**src/rtl/rims_pkg.sv**
```systemverilog
// shared types and constants for the run insertion merge sorter
`timescale 1ns / 1ps
package rims_pkg;
  localparam int MaxItems  = 64;
  localparam int RunLength = 32;
  localparam int AW = $clog2(MaxItems);
  localparam int CW = $clog2(MaxItems + 1);

  typedef logic signed [31:0] word_t;
  typedef logic [AW-1:0] addr_t;
  typedef logic [CW-1:0] cnt_t;

  typedef enum logic [3:0] {
    ST_LOAD, ST_INS_RD, ST_INS_CMP, ST_INS_WR,
    ST_MRG_RD, ST_MRG_CMP, ST_CPY_RD, ST_CPY_WR, ST_EMIT
  } state_t;

  // commands from controller to datapath
  typedef struct packed {
    logic  wr_w;
    addr_t wr_w_addr;
    logic  wr_w_sel_key;   // write key register instead of read data
    logic  wr_w_sel_m;     // write merge-store data
    logic  wr_m;
    addr_t wr_m_addr;
    logic  wr_m_sel_b;     // write the right-hand operand
    addr_t rd_a;
    addr_t rd_b;
    addr_t rd_m;
    logic  ld_key;         // capture work read port a as key
  } dp_cmd_t;

  // status from datapath to controller
  typedef struct packed {
    logic a_gt_key;        // work[rd_a] > key
    logic a_gt_b;          // work[rd_a] > work[rd_b]
  } dp_sts_t;
endpackage

```
**src/rtl/rims_ctrl.sv**
```systemverilog
// sequencer for load, insertion, merge passes and output
`timescale 1ns / 1ps
module rims_ctrl (
  input  logic              clk,
  input  logic              rst_n,
  input  logic              start,
  input  logic              in_is_last,
  output logic              busy,
  output logic              in_wr,
  output rims_pkg::addr_t   in_addr,
  output rims_pkg::dp_cmd_t cmd,
  input  rims_pkg::dp_sts_t sts,
  output logic              out_valid,
  output logic              out_last_out,
  output logic              out_dropped
);
  import rims_pkg::*;

  localparam int XW = CW + 1;
  typedef logic [XW-1:0] ext_t;

  state_t state_r, state_nxt;
  cnt_t   n_r, n_nxt;
  logic   ovf_r, ovf_nxt;
  // insertion indexes: i outer, j position, lo run start, hi run end
  ext_t   i_r, i_nxt, j_r, j_nxt, lo_r, lo_nxt, hi_r, hi_nxt;
  // merge indexes
  ext_t   a_r, a_nxt, b_r, b_nxt, k_r, k_nxt, mid_r, mid_nxt;
  ext_t   w_r, w_nxt;
  logic   accept;

  assign accept = start && !busy;
  assign busy   = (state_r != ST_LOAD);
  assign in_wr  = accept && (n_r < cnt_t'(MaxItems));
  assign in_addr = addr_t'(n_r);

  // state and index registers
  always_ff @(posedge clk) begin
    if (!rst_n) begin
      state_r <= ST_LOAD;
      n_r     <= '0;
      ovf_r   <= 1'b0;
    end else begin
      state_r <= state_nxt;
      n_r     <= n_nxt;
      ovf_r   <= ovf_nxt;
    end
    i_r <= i_nxt; j_r <= j_nxt; lo_r <= lo_nxt; hi_r <= hi_nxt;
    a_r <= a_nxt; b_r <= b_nxt; k_r <= k_nxt; mid_r <= mid_nxt; w_r <= w_nxt;
  end

  // helper values for run setup
  ext_t n_x, run_end, m_end, m_mid, seg_lo;
  logic run_left, mrg_done;

  // next state and commands
  always_comb begin
    state_nxt = state_r;
    n_nxt = n_r; ovf_nxt = ovf_r;
    i_nxt = i_r; j_nxt = j_r; lo_nxt = lo_r; hi_nxt = hi_r;
    a_nxt = a_r; b_nxt = b_r; k_nxt = k_r; mid_nxt = mid_r; w_nxt = w_r;
    cmd = '0;
    out_valid = 1'b0; out_last_out = 1'b0; out_dropped = ovf_r;
    n_x = ext_t'(n_r);
    run_end = '0; m_end = '0; m_mid = '0; seg_lo = '0;
    run_left = 1'b0; mrg_done = 1'b0;
    cmd.rd_a = addr_t'(j_r - 1'b1);
    cmd.rd_b = addr_t'(b_r);
    cmd.rd_m = addr_t'(k_r);

    unique case (state_r)
      ST_LOAD: begin
        if (accept) begin
          n_nxt = in_wr ? n_r + 1'b1 : n_r;
          ovf_nxt = ovf_r | !in_wr;
          if (in_is_last) begin
            lo_nxt = '0;
            hi_nxt = (ext_t'(n_nxt) > ext_t'(RunLength)) ?
                     ext_t'(RunLength - 1) : ext_t'(n_nxt) - 1'b1;
            i_nxt = ext_t'(1);
            j_nxt = ext_t'(1);
            state_nxt = ST_INS_RD;
          end
        end
      end
      // fetch key work[i]
      ST_INS_RD: begin
        if (i_r > hi_r) begin
          // next run or start merging
          seg_lo = lo_r + ext_t'(RunLength);
          if (seg_lo < n_x) begin
            lo_nxt = seg_lo;
            run_end = seg_lo + ext_t'(RunLength - 1);
            hi_nxt = (run_end > n_x - 1'b1) ? n_x - 1'b1 : run_end;
            i_nxt = seg_lo + 1'b1;
            j_nxt = seg_lo + 1'b1;
          end else begin
            w_nxt = ext_t'(RunLength);
            lo_nxt = '0;
            state_nxt = ST_MRG_RD;
          end
        end else begin
          cmd.rd_a = addr_t'(i_r);
          j_nxt = i_r;
          state_nxt = ST_INS_CMP;
        end
      end
      // key loads; then read work[j-1]
      ST_INS_CMP: begin
        if (j_r == i_r) begin
          cmd.ld_key = 1'b1;
        end
        cmd.rd_a = addr_t'(j_r - 1'b1);
        state_nxt = ST_INS_WR;
      end
      ST_INS_WR: begin
        // a_r holds work[j-1]
        cmd.wr_w_addr = addr_t'(j_r);
        if (j_r > lo_r && sts.a_gt_key) begin
          cmd.wr_w = 1'b1;
          j_nxt = j_r - 1'b1;
          state_nxt = ST_INS_CMP;
        end else begin
          cmd.wr_w = 1'b1;
          cmd.wr_w_sel_key = 1'b1;
          i_nxt = i_r + 1'b1;
          state_nxt = ST_INS_RD;
        end
      end
      // set up a merge segment
      ST_MRG_RD: begin
        if (w_r >= n_x) begin
          k_nxt = '0;
          state_nxt = ST_EMIT;
          cmd.rd_a = '0;
        end else if (lo_r >= n_x) begin
          w_nxt = w_r << 1;
          lo_nxt = '0;
        end else begin
          m_mid = lo_r + w_r - 1'b1;
          m_end = lo_r + (w_r << 1) - 1'b1;
          if (m_mid > n_x - 1'b1) m_mid = n_x - 1'b1;
          if (m_end > n_x - 1'b1) m_end = n_x - 1'b1;
          if (m_mid < m_end) begin
            mid_nxt = m_mid; hi_nxt = m_end;
            a_nxt = lo_r; b_nxt = m_mid + 1'b1; k_nxt = lo_r;
            cmd.rd_a = addr_t'(lo_r);
            cmd.rd_b = addr_t'(m_mid + 1'b1);
            state_nxt = ST_MRG_CMP;
          end else begin
            lo_nxt = lo_r + (w_r << 1);
          end
        end
      end
      // one merged element per cycle: compare and write, next pair read
      ST_MRG_CMP: begin
        cmd.wr_m = 1'b1;
        cmd.wr_m_addr = addr_t'(k_r);
        k_nxt = k_r + 1'b1;
        run_left = (a_r <= mid_r);
        if (run_left && (b_r > hi_r || !sts.a_gt_b)) begin
          a_nxt = a_r + 1'b1;
        end else begin
          cmd.wr_m_sel_b = 1'b1;
          b_nxt = b_r + 1'b1;
        end
        mrg_done = (k_r == hi_r);
        cmd.rd_a = addr_t'(a_nxt);
        cmd.rd_b = addr_t'(b_nxt);
        if (mrg_done) begin
          k_nxt = lo_r;
          state_nxt = ST_CPY_RD;
        end else begin
          state_nxt = ST_MRG_CMP;
        end
      end
      // copy merge store back: read
      ST_CPY_RD: begin
        cmd.rd_m = addr_t'(k_r);
        state_nxt = ST_CPY_WR;
      end
      ST_CPY_WR: begin
        cmd.wr_w = 1'b1;
        cmd.wr_w_sel_m = 1'b1;
        cmd.wr_w_addr = addr_t'(k_r);
        if (k_r == hi_r) begin
          lo_nxt = lo_r + (w_r << 1);
          state_nxt = ST_MRG_RD;
        end else begin
          k_nxt = k_r + 1'b1;
          state_nxt = ST_CPY_RD;
        end
      end
      ST_EMIT: begin
        // a_r holds the registered read of work[k]; use i_r as phase bit
        cmd.rd_a = addr_t'(k_r);
        if (i_r[0]) begin
          out_valid = 1'b1;
          out_last_out = (k_r == n_x - 1'b1);
          i_nxt = '0;
          if (out_last_out) begin
            state_nxt = ST_LOAD;
            n_nxt = '0;
            ovf_nxt = 1'b0;
          end else begin
            k_nxt = k_r + 1'b1;
          end
        end else begin
          i_nxt = ext_t'(1);
        end
      end
      default: state_nxt = ST_LOAD;
    endcase
  end
endmodule

```
**config.mk**
```make
export PLATFORM = sky130hd
export DESIGN_NAME = rims_ctrl
export DESIGN_NICKNAME = d
export VERILOG_FILES = /design/src/rtl/rims_pkg.sv /design/src/rtl/rims_ctrl.sv
export SDC_FILE = /design/constraint.sdc
export NUM_CORES = 1
export LEC_CHECK = 0
export ABC_AREA = 1
export BUFFER_PORTS_ARGS = -buffer_cell sky130_fd_sc_hd__buf_2
export CORE_AREA = 3 3 123 125
export DETAILED_ROUTE_END_ITERATION = 7
export DIE_AREA = 0 0 126 128
export GPL_TIMING_DRIVEN = 1
export PLACE_DENSITY = 0.67
export SLEW_MARGIN = 10
export SYNTH_ARGS = -nofsm -noshare
export SYNTH_HDL_FRONTEND = slang
export SYNTH_SLANG_ARGS = --single-unit
```
**constraint.sdc**
```tcl
create_clock -name clk -period 6.8 [get_ports clk]
set_input_delay 1.36 -clock clk [delete_from_list [all_inputs] [get_ports clk]]
set_output_delay 1.36 -clock clk [all_outputs]
set_load 0.01 [all_outputs]
```
==> flow_metrics.py, run 1 <==
metrics = {
    "outcome": {
        "outcome": "finished clean",
    },
    "critical_path": {
        "crit_required_ns": 5.44,
        "crit_fanout": 8,
        "crit_top_cell": "nand2_1",
        "path_delay_family": "adder cells",
        "arrival_ns": 4.66,
        "crit_buf_inv": 5,
        "critPathSlowestCell": "edfxtp_1",
        "end_kind": "output port",
        "slowest_delay_ns": 0.48,
        "critPathKind": "reg2out",
        "cp-start-kind": "flop",
        "crit_chain": "inv_1, ha_1, inv_1, fa_1, xnor2_1, xnor2_1, ha_1, nand3_1, nand2_1, inv_1, nand2_2, nand2_4, o21ai_1, ha_1, a21oi_1, or2_2, nand2_1, inv_1, nand2_1, nand2_1, nand3_2, nand2_1, nand2_1, buf_2",
        "rrSetupSlack_ns": 1.93,
    },
    "clock_tree": {
        "post_cts_buffers": 0,
        "cts_buffers": 9,
        "clk_latency_ns": 0.34,
        "cts_tree": "yes",
        "htreeDepth": 3,
        "clock-root-buffer": "clkbuf_16",
        "clk_pin_slew_worst_paths_ns": 0.06,
        "cts.sinks": 74,
        "ctsResizeCount": 0,
        "cts_buffer_depth": 2,
        "hold_buffers": 0,
    },
    "synth": {
        "synth_edf_count": 62,
        "synth.area.top_cells": "edfxtp_1 26%, ha_1 11%, nand2_1 8.3%, inv_1 8.2%, nor2_1 5.0%",
        "synth_nets": 1009,
        "synth_ff_type": "edfxtp_1",
        "synth_largest_area_cell": "edfxtp_1",
        "synthArstFlopShare": 0,
        "netlist_area_um2": 7030,
        "yosysSeqAreaShare": 0.299,
        "synth.distinct_cells": 60,
        "synth_cells": 940,
        "avgSynthCellArea_um2": 7.48,
        "synthTopCellsByCount": "155 x nand2_1, 154 x inv_1, 93 x nor2_1, 66 x o21ai_0",
        "yosysMostFrequentCell": "nand2_1",
        "synth.top_cell.area_share": 0.265,
        "ys_warn_count": 0,
        "ys_ff_latch": 74,
    },
    "detailed_routing": {
        "routed_via_density": 5.60,
        "first_iter_violations": 679,
        "firstDrtPassIters": 5,
        "drt.antenna.violating_nets": 0,
        "vias": 6535,
        "wl_per_cell_um": 18.0,
        "drt-total-wl_um": 21000,
        "drc": 0,
    },
    "place": {
        "dp.cells": 1150,
        "dp_slack_ns": 1.23,
        "dp_hpwl_um": 16700,
        "port_buffers": 52,
        "gp_congestion": 0.946,
    },
    "finish": {
        "nets": 1050,
        "instances_no_fill": 1166,
        "final_core_util": 0.549,
        "area_growth_pct": 9.24,
        "drive_gt1_frac": 0.135,
        "antenna_cells": 0,
    },
    "sta": {
        "fin_crit_sh": 0.885,
        "fin_crit_ns": 6.02,
        "fmax_mhz": 166,
        "worst_pin_slew_ns": 0.998,
        "setup_violations": 0,
        "setup_tns_ns": 0,
        "clock-skew-final_ns": 0.00563,
        "rsz0062_at_grt": "no",
        "finalHoldViolations": 0,
        "drv_slew": 0,
        "slew-limit-headroom": 0.328,
        "setup_slack_ns": 0.781,
    },
    "floorplanning": {
        "core-area_um2": 14000,
        "dieArea_um2": 16100,
        "die_y_um": 128,
        "initial_core_util": 0.502,
        "num_rows": 43,
        "num_io_pins": 53,
        "die_width_um": 126,
    },
    "global_routing": {
        "track_usage": 0.263,
        "busiest_layer": "met2",
        "grt_pass1_wl_um": 33400,
        "grt_max_degree": 21,
        "grt_pass1_vias": 6162,
        "grt_use_met1": 0.359,
        "met2_usage": 0.419,
        "gr-usage-met3": 0.0450,
        "grt.overflow.total": 0,
        "antenna_found_initial": 0,
    },
    "worst_hold_path": {
        "hp-class": "reg2reg",
    },
    "flow_run": {
        "cap_violations": 0,
    },
}
==> final timing paths <==
check,startpoint,end,cells past startpoint
hold / removal,out_dropped,out_dropped,2
setup reg to reg,lo_r[6],a_r[5],23
setup / recovery,lo_r[6],cmd[10],24
hold reg to reg,out_dropped,out_dropped,2
==> cell usage in the layout, fill, tap and decap left out, types with 13 or more instances in the layout <==
| cell | netlist | layout |
|---|---|---|
| nor3_1 | 19 | 18 |
| edfxtp_1 | 62 | 62 |
| xnor2_1 | 15 | 15 |
| o21ai_0 | 66 | 66 |
| o22ai_1 | 16 | 16 |
| a21oi_1 | 49 | 49 |
| nand4_1 | 16 | 16 |
| nand2_2 | 13 | 13 |
| ha_1 | 62 | 62 |
| xor2_1 | 29 | 29 |
| nand2_1 | 155 | 155 |
| buf_2 | 1 | 52 |
| nor2_1 | 93 | 93 |
| inv_1 | 154 | 154 |
| nand3_1 | 46 | 46 |
==> per-stage QoR <==
step	area, um2	hold WS, ns
finish	7680	0.515
global route	7680	0.576
CTS	7680	0.514
detailed placement	7390	0.501
global placement	7390	0.498
floorplan	7030	0.488
==> sequential cells by signal (all words and copies together), names as in the netlist <==
| signal | flops |
|---|---|
| a_r | 8 |
| b_r | 8 |
| hi_r | 8 |
| i_r | 8 |
| j_r | 8 |
| k_r | 8 |
| lo_r | 3 |
| mid_r | 8 |
| n_r | 7 |
| out_dropped | 1 |
| state_r | 4 |
| w_r | 3 |
==> worst min-delay path: stages, from the launching register on <==
cell	delay, ns
dfxtp_1	0.31
o21ai_0	0.08
nor2_1	0.09
==> cell families after synthesis <==
logic type / Yosys count / synth area share
and+or+nand+nor: 386 / 0.263
DFF: 74 / 0.299
adders and majority gates: 63 / 0.113
buffers and inverters: 188 / 0.110
xor gates and xnor gates: 45 / 0.0588
other: 1 / 0.000534
AOI/OAI and AO/OA: 183 / 0.156
==> area by class of cell <==
type / instances / area [um2]
Fill cell: 1360 / 6310
Multi-Input combinational cell: 678 / 4170
Sequential cell: 74 / 2100
Tap cell: 180 / 225
Inverter: 161 / 604
Clock inverter: 4 / 25.0
Clock buffer: 12 / 256
Timing Repair Buffer: 57 / 298
==> per-layer routing <==
layer,vias up,wire length (um)
met2,264,9600
met3,49,1710
met1,2984,9110
li1,3238,-
met5,-,0
met4,0,599
Power of run 1 is not shown: default switching activity piles up to over one toggle a cycle in this logic, so the estimate is an artifact.
==> inputs of run 2 (changes only) <==
- CORE_AREA: 3 3 123 125 -> 2 2 145 147
- DIE_AREA: 0 0 126 128 -> 0 0 147 149
- PLACE_DENSITY: 0.67 -> default
==> run 2 against run 1 <==
  * Maximum frequency decreased by 0.86%
  * Non-clock buffer count unchanged
  * Routed wire length increased by 8.1%
  * Flip-flop and latch count unchanged
  * First-iteration DRC count decreased by 25%
  * Via count increased by 1.2%
  * Final cell count increased by 8.1%
  * Critical endpoint unchanged
  * Largest cell class unchanged
==> flow_metrics.py, run 2 (synthesis gave the netlist of run 1 again) <==
metrics = {
    "critical_path": {
        "crit_fanout": 8,
        "arrival_ns": 4.71,
        "cp-start-kind": "flop",
        "end_kind": "output port",
        "critPathKind": "reg2out",
        "crit_required_ns": 5.44,
    },
    "detailed_routing": {
        "routed_via_density": 5.24,
        "firstDrtPassIters": 7,
        "wl_per_cell_um": 18.0,
        "vias": 6611,
        "drc": 0,
        "drt-total-wl_um": 22700,
        "first_iter_violations": 512,
        "drt.antenna.violating_nets": 0,
    },
    "sta": {
        "slew-limit-headroom": 0.315,
        "rsz0062_at_grt": "no",
        "setup_violations": 0,
        "worst_pin_slew_ns": 1.02,
        "drv_slew": 0,
        "setup_tns_ns": 0,
        "clock-skew-final_ns": 0.00655,
        "fmax_mhz": 165,
        "fin_crit_sh": 0.893,
        "fin_crit_ns": 6.07,
        "finalHoldViolations": 0,
    },
    "clock_tree": {
        "post_cts_buffers": 0,
        "cts_tree": "yes",
        "clk_pin_slew_worst_paths_ns": 0.06,
        "cts_buffer_depth": 2,
        "hold_buffers": 0,
        "cts_buffers": 9,
        "ctsResizeCount": 0,
        "htreeDepth": 3,
        "clk_latency_ns": 0.35,
        "clock-root-buffer": "clkbuf_16",
        "cts.sinks": 74,
    },
    "worst_hold_path": {
        "hp-class": "reg2reg",
    },
    "finish": {
        "antenna_cells": 0,
        "area_growth_pct": 11.3,
        "final_cell_mix": "155 x nand2_1, 154 x inv_1, 93 x nor2_1",
        "nets": 1050,
        "layout_commonest_cell": "nand2_1",
        "instances_no_fill": 1261,
        "drive_gt1_frac": 0.136,
        "postLayoutCellArea_um2": 7820,
    },
    "global_routing": {
        "grt_max_degree": 21,
        "grt_pass1_vias": 6284,
        "track_usage": 0.211,
        "grt.overflow.total": 0,
        "grt_pass1_wl_um": 35700,
        "antenna_found_initial": 0,
    },
    "floorplanning": {
        "num_rows": 53,
        "dieArea_um2": 21900,
        "num_io_pins": 53,
        "die_y_um": 149,
        "die_width_um": 147,
        "core-area_um2": 20600,
        "initial_core_util": 0.342,
    },
    "place": {
        "dpl_cell_area_um2": 7510,
        "dp.cells": 1245,
        "dp_hpwl_um": 18300,
        "port_buffers": 52,
        "gp_congestion": 0.893,
    },
    "flow_run": {
        "cap_violations": 0,
    },
    "outcome": {
        "outcome": "finished clean",
    },
}
-- run 2: cell count changes in the layout (fill, tap and decap cells not counted), sizes merged --
cell      previous run  this run
clkinv               4         3
clkinvlp             1         2
inv                160       159
bufinv               0         1
-- run 2: per-layer routing --
layer	GRT usage	routed length (um)	vias to the layer above
li1	-	-	3246
met1	0.279	10300	3070
met4	0.0798	749	0
met5	0	0	-
met2	0.353	10400	247
met3	0.0318	1190	48
-- run 2: worst max-delay path, cell delays in order, from the launching register on --
cell and delay, ns:
edfxtp_1 0.46, inv_1 0.17, ha_1 0.31, inv_1 0.05
fa_1 0.43, xnor2_1 0.19, xnor2_1 0.12, ha_1 0.34
nand3_1 0.09, nand2_1 0.07, inv_1 0.04, nand2_2 0.07
nand2_4 0.08, o21ai_1 0.36, ha_1 0.32, a21oi_1 0.14
or2_2 0.11, nand2_1 0.06, inv_1 0.20, nand2_1 0.10
nand2_1 0.08, nand3_2 0.22, nand2_1 0.14, nand2_1 0.05
buf_2 0.14
-- run 2: worst paths after layout --
kind | startpoint | end | slack (ns) | cells past startpoint
min | out_dropped | out_dropped | 0.52 | 2
min reg2reg | out_dropped | out_dropped | 0.52 | 2
max | lo_r[6] | cmd[10] | 0.73 | 24
max reg2reg | lo_r[6] | a_r[3] | 1.82 | 23
-- run 2: cell type report --
| cell class | instances | area, um2 |
|---|---|---|
| Inverter | 161 | 604 |
| Tap cell | 275 | 344 |
| Sequential cell | 74 | 2100 |
| Timing Repair Buffer | 57 | 298 |
| Clock buffer | 12 | 256 |
| Multi-Input combinational cell | 678 | 4170 |
| Clock inverter | 4 | 50.0 |
| Fill cell | 2175 | 12700 |
-- run 2: through the flow --
| step | worst slack (ns) | utilization | hold slack [ns] |
|---|---|---|---|
| 2_1_floorplan | 1.67 | - | 0.488 |
| 6_report | 0.729 | 0.380 | 0.520 |
| 3_3_place_gp | 1.24 | 0.365 | 0.497 |
| 3_5_place_dp | 1.17 | 0.365 | 0.510 |
| 4_1_cts | 0.786 | 0.380 | 0.524 |
| 5_1_grt | 0.489 | 0.380 | 0.558 |
Power of run 2 is left out for the same reason.
==> inputs of run 3 (changes only) <==
- CORE_AREA: 2 2 145 147 -> 2 2 106 108
- DIE_AREA: 0 0 147 149 -> 0 0 108 110
- PLACE_DENSITY: default -> 0.86
==> run 3 against run 2 <==
  * First-iteration DRC count up 74%
  * Hold slack worse by 0.0082 ns
  * Final area down 3.7%
  * Clock skew about the same
  * Critical endpoint is now cmd[18]
  * Register-to-register slack worse by 0.52 ns
  * Critical path depth unchanged
  * Routed wire length down 9.3%
  * Utilization up 32 points
  * Flip-flop and latch count unchanged
  * Global-route usage up 15 points
==> flow_metrics.py, run 3 (synthesis gave the netlist of run 1 again) <==
metrics = {
    "sta": {
        "fin_crit_sh": 0.926,
        "drv_slew": 0,
        "clock-skew-final_ns": 0.00633,
        "setup_tns_ns": 0,
        "fmax_mhz": 159,
        "setup_violations": 0,
        "slew-limit-headroom": 0.172,
        "fin_crit_ns": 6.30,
        "rsz0062_at_grt": "no",
        "finalHoldViolations": 0,
        "worst_pin_slew_ns": 1.24,
    },
    "global_routing": {
        "grt_pass1_wl_um": 32500,
        "grt_pass1_vias": 6240,
        "antenna_found_initial": 0,
        "track_usage": 0.362,
        "grt.overflow.total": 0,
        "grt_max_degree": 21,
    },
    "place": {
        "port_buffers": 52,
        "dpl_cell_area_um2": 7320,
        "gp_congestion": 0.979,
        "dp_hpwl_um": 16100,
    },
    "detailed_routing": {
        "first_iter_violations": 889,
        "highest_layer": "met4",
        "wl_met2_um": 9280,
        "drc": 0,
        "firstDrtPassIters": 6,
        "wl_per_cell_um": 18.3,
        "routed_via_density": 6.11,
        "wl_met3_um": 2310,
        "wl_met1_um": 7960,
        "vias": 6861,
        "drt.antenna.violating_nets": 0,
        "drt-total-wl_um": 20600,
    },
    "critical_path": {
        "critPathSlowestCell": "edfxtp_1",
        "crit_required_ns": 5.44,
        "cp-endpoint": "cmd[18]",
        "arrival_ns": 4.94,
        "slowest_delay_ns": 0.55,
        "r2r_start": "lo_r[5]",
        "rrSetupSlack_ns": 1.30,
        "end_kind": "output port",
        "critPathKind": "reg2out",
        "crit_fanout": 10,
        "cp-startpoint": "lo_r[5]",
        "cp-start-kind": "flop",
        "worst_r2r_path_depth": 23,
        "crit_chain": "inv_1, ha_1, inv_1, fa_1, xnor2_1, xnor2_1, ha_1, nand3_1, nand2_1, inv_1, nand2_2, nand2_4, nand2_1, o21ai_1, ha_1, a21oi_1, or2_2, nand2_1, inv_1, nand3_4, nand2_1, nand3_1, a21oi_1, buf_2",
        "r2r-end": "b_r[5]",
    },
    "clock_tree": {
        "hold_buffers": 0,
        "cts.sinks": 74,
        "cts_buffer_depth": 2,
        "htreeDepth": 3,
        "ctsResizeCount": 0,
        "clk_latency_ns": 0.38,
        "clk_pin_slew_worst_paths_ns": 0.08,
        "clock-root-buffer": "clkbuf_8",
        "cts_tree": "yes",
        "cts_buffers": 9,
        "post_cts_buffers": 0,
    },
    "finish": {
        "final_cell_mix": "155 x nand2_1, 154 x inv_1, 93 x nor2_1",
        "postLayoutCellArea_um2": 7530,
        "final_core_util": 0.704,
        "layout_commonest_cell": "nand2_1",
        "drive_gt1_frac": 0.131,
        "area_growth_pct": 7.16,
        "nets": 1047,
        "antenna_cells": 0,
    },
    "floorplanning": {
        "die_width_um": 108,
        "initial_core_util": 0.657,
        "num_rows": 38,
        "dieArea_um2": 11900,
        "num_io_pins": 53,
        "die_y_um": 110,
        "core-area_um2": 10700,
    },
    "worst_hold_path": {
        "hp-class": "reg2reg",
        "min_path_cells": 2,
    },
    "flow_run": {
        "cap_violations": 0,
    },
    "outcome": {
        "outcome": "finished clean",
    },
}
-- run 3: cell count changes in the layout (fill, tap and decap cells not counted) --
cell	before	now
buf_4	5	2
clkbuf_8	2	9
bufinv_16	1	2
clkbuf_16	9	0
clkinvlp_4	2	1
clkbuf_1	1	0
clkinv_1	2	5
-- run 3: how the worst min path moves through the flow --
stage / from / endpoint / slack (ns)
6_report: out_dropped / out_dropped / 0.51
4_1_cts: out_dropped / out_dropped / 0.52
5_1_grt: out_dropped / out_dropped / 0.58
3_3_place_gp: out_dropped / out_dropped / 0.49
2_1_floorplan: state_r[3] / state_r[3] / 0.49
3_5_place_dp: out_dropped / out_dropped / 0.50
-- run 3: layout make-up --
class	instances	area, um2
clock inverter	7	83.8
multi-input combinational	678	4170
sequential	74	2100
clock buffer	9	124
fill	915	3170
inverter	161	604
timing repair buffer	54	275
tap	140	175
-- run 3: critical path: cells and delay by family (launching register included) --
kind,cells,cell delay [ns]
adders and majority gates,4,1.26
xor gates and xnor gates,2,0.40
DFF,1,0.55
buffers and inverters,5,0.86
AOI/OAI and AO/OA,3,0.61
and+or+nand+nor,10,0.87
-- run 3: layer usage --
layer / up-vias / track usage
met1: 3111 / 0.477
met3: 80 / 0.0752
li1: 3240 / -
met2: 430 / 0.567
met4: 0 / 0.187
met5: - / 0
-- run 3: stage by stage --
| stage | worst slack, ns | hold WS, ns | instances |
|---|---|---|---|
| finish | 0.502 | 0.512 | 1123 |
| global placement | 1.23 | 0.491 | 1107 |
| global route | 0.231 | 0.576 | 1123 |
| floorplan | 1.67 | 0.488 | 940 |
| detailed placement | 1.08 | 0.502 | 1107 |
| CTS | 0.652 | 0.520 | 1123 |
Power of run 3 is left out for the same reason.
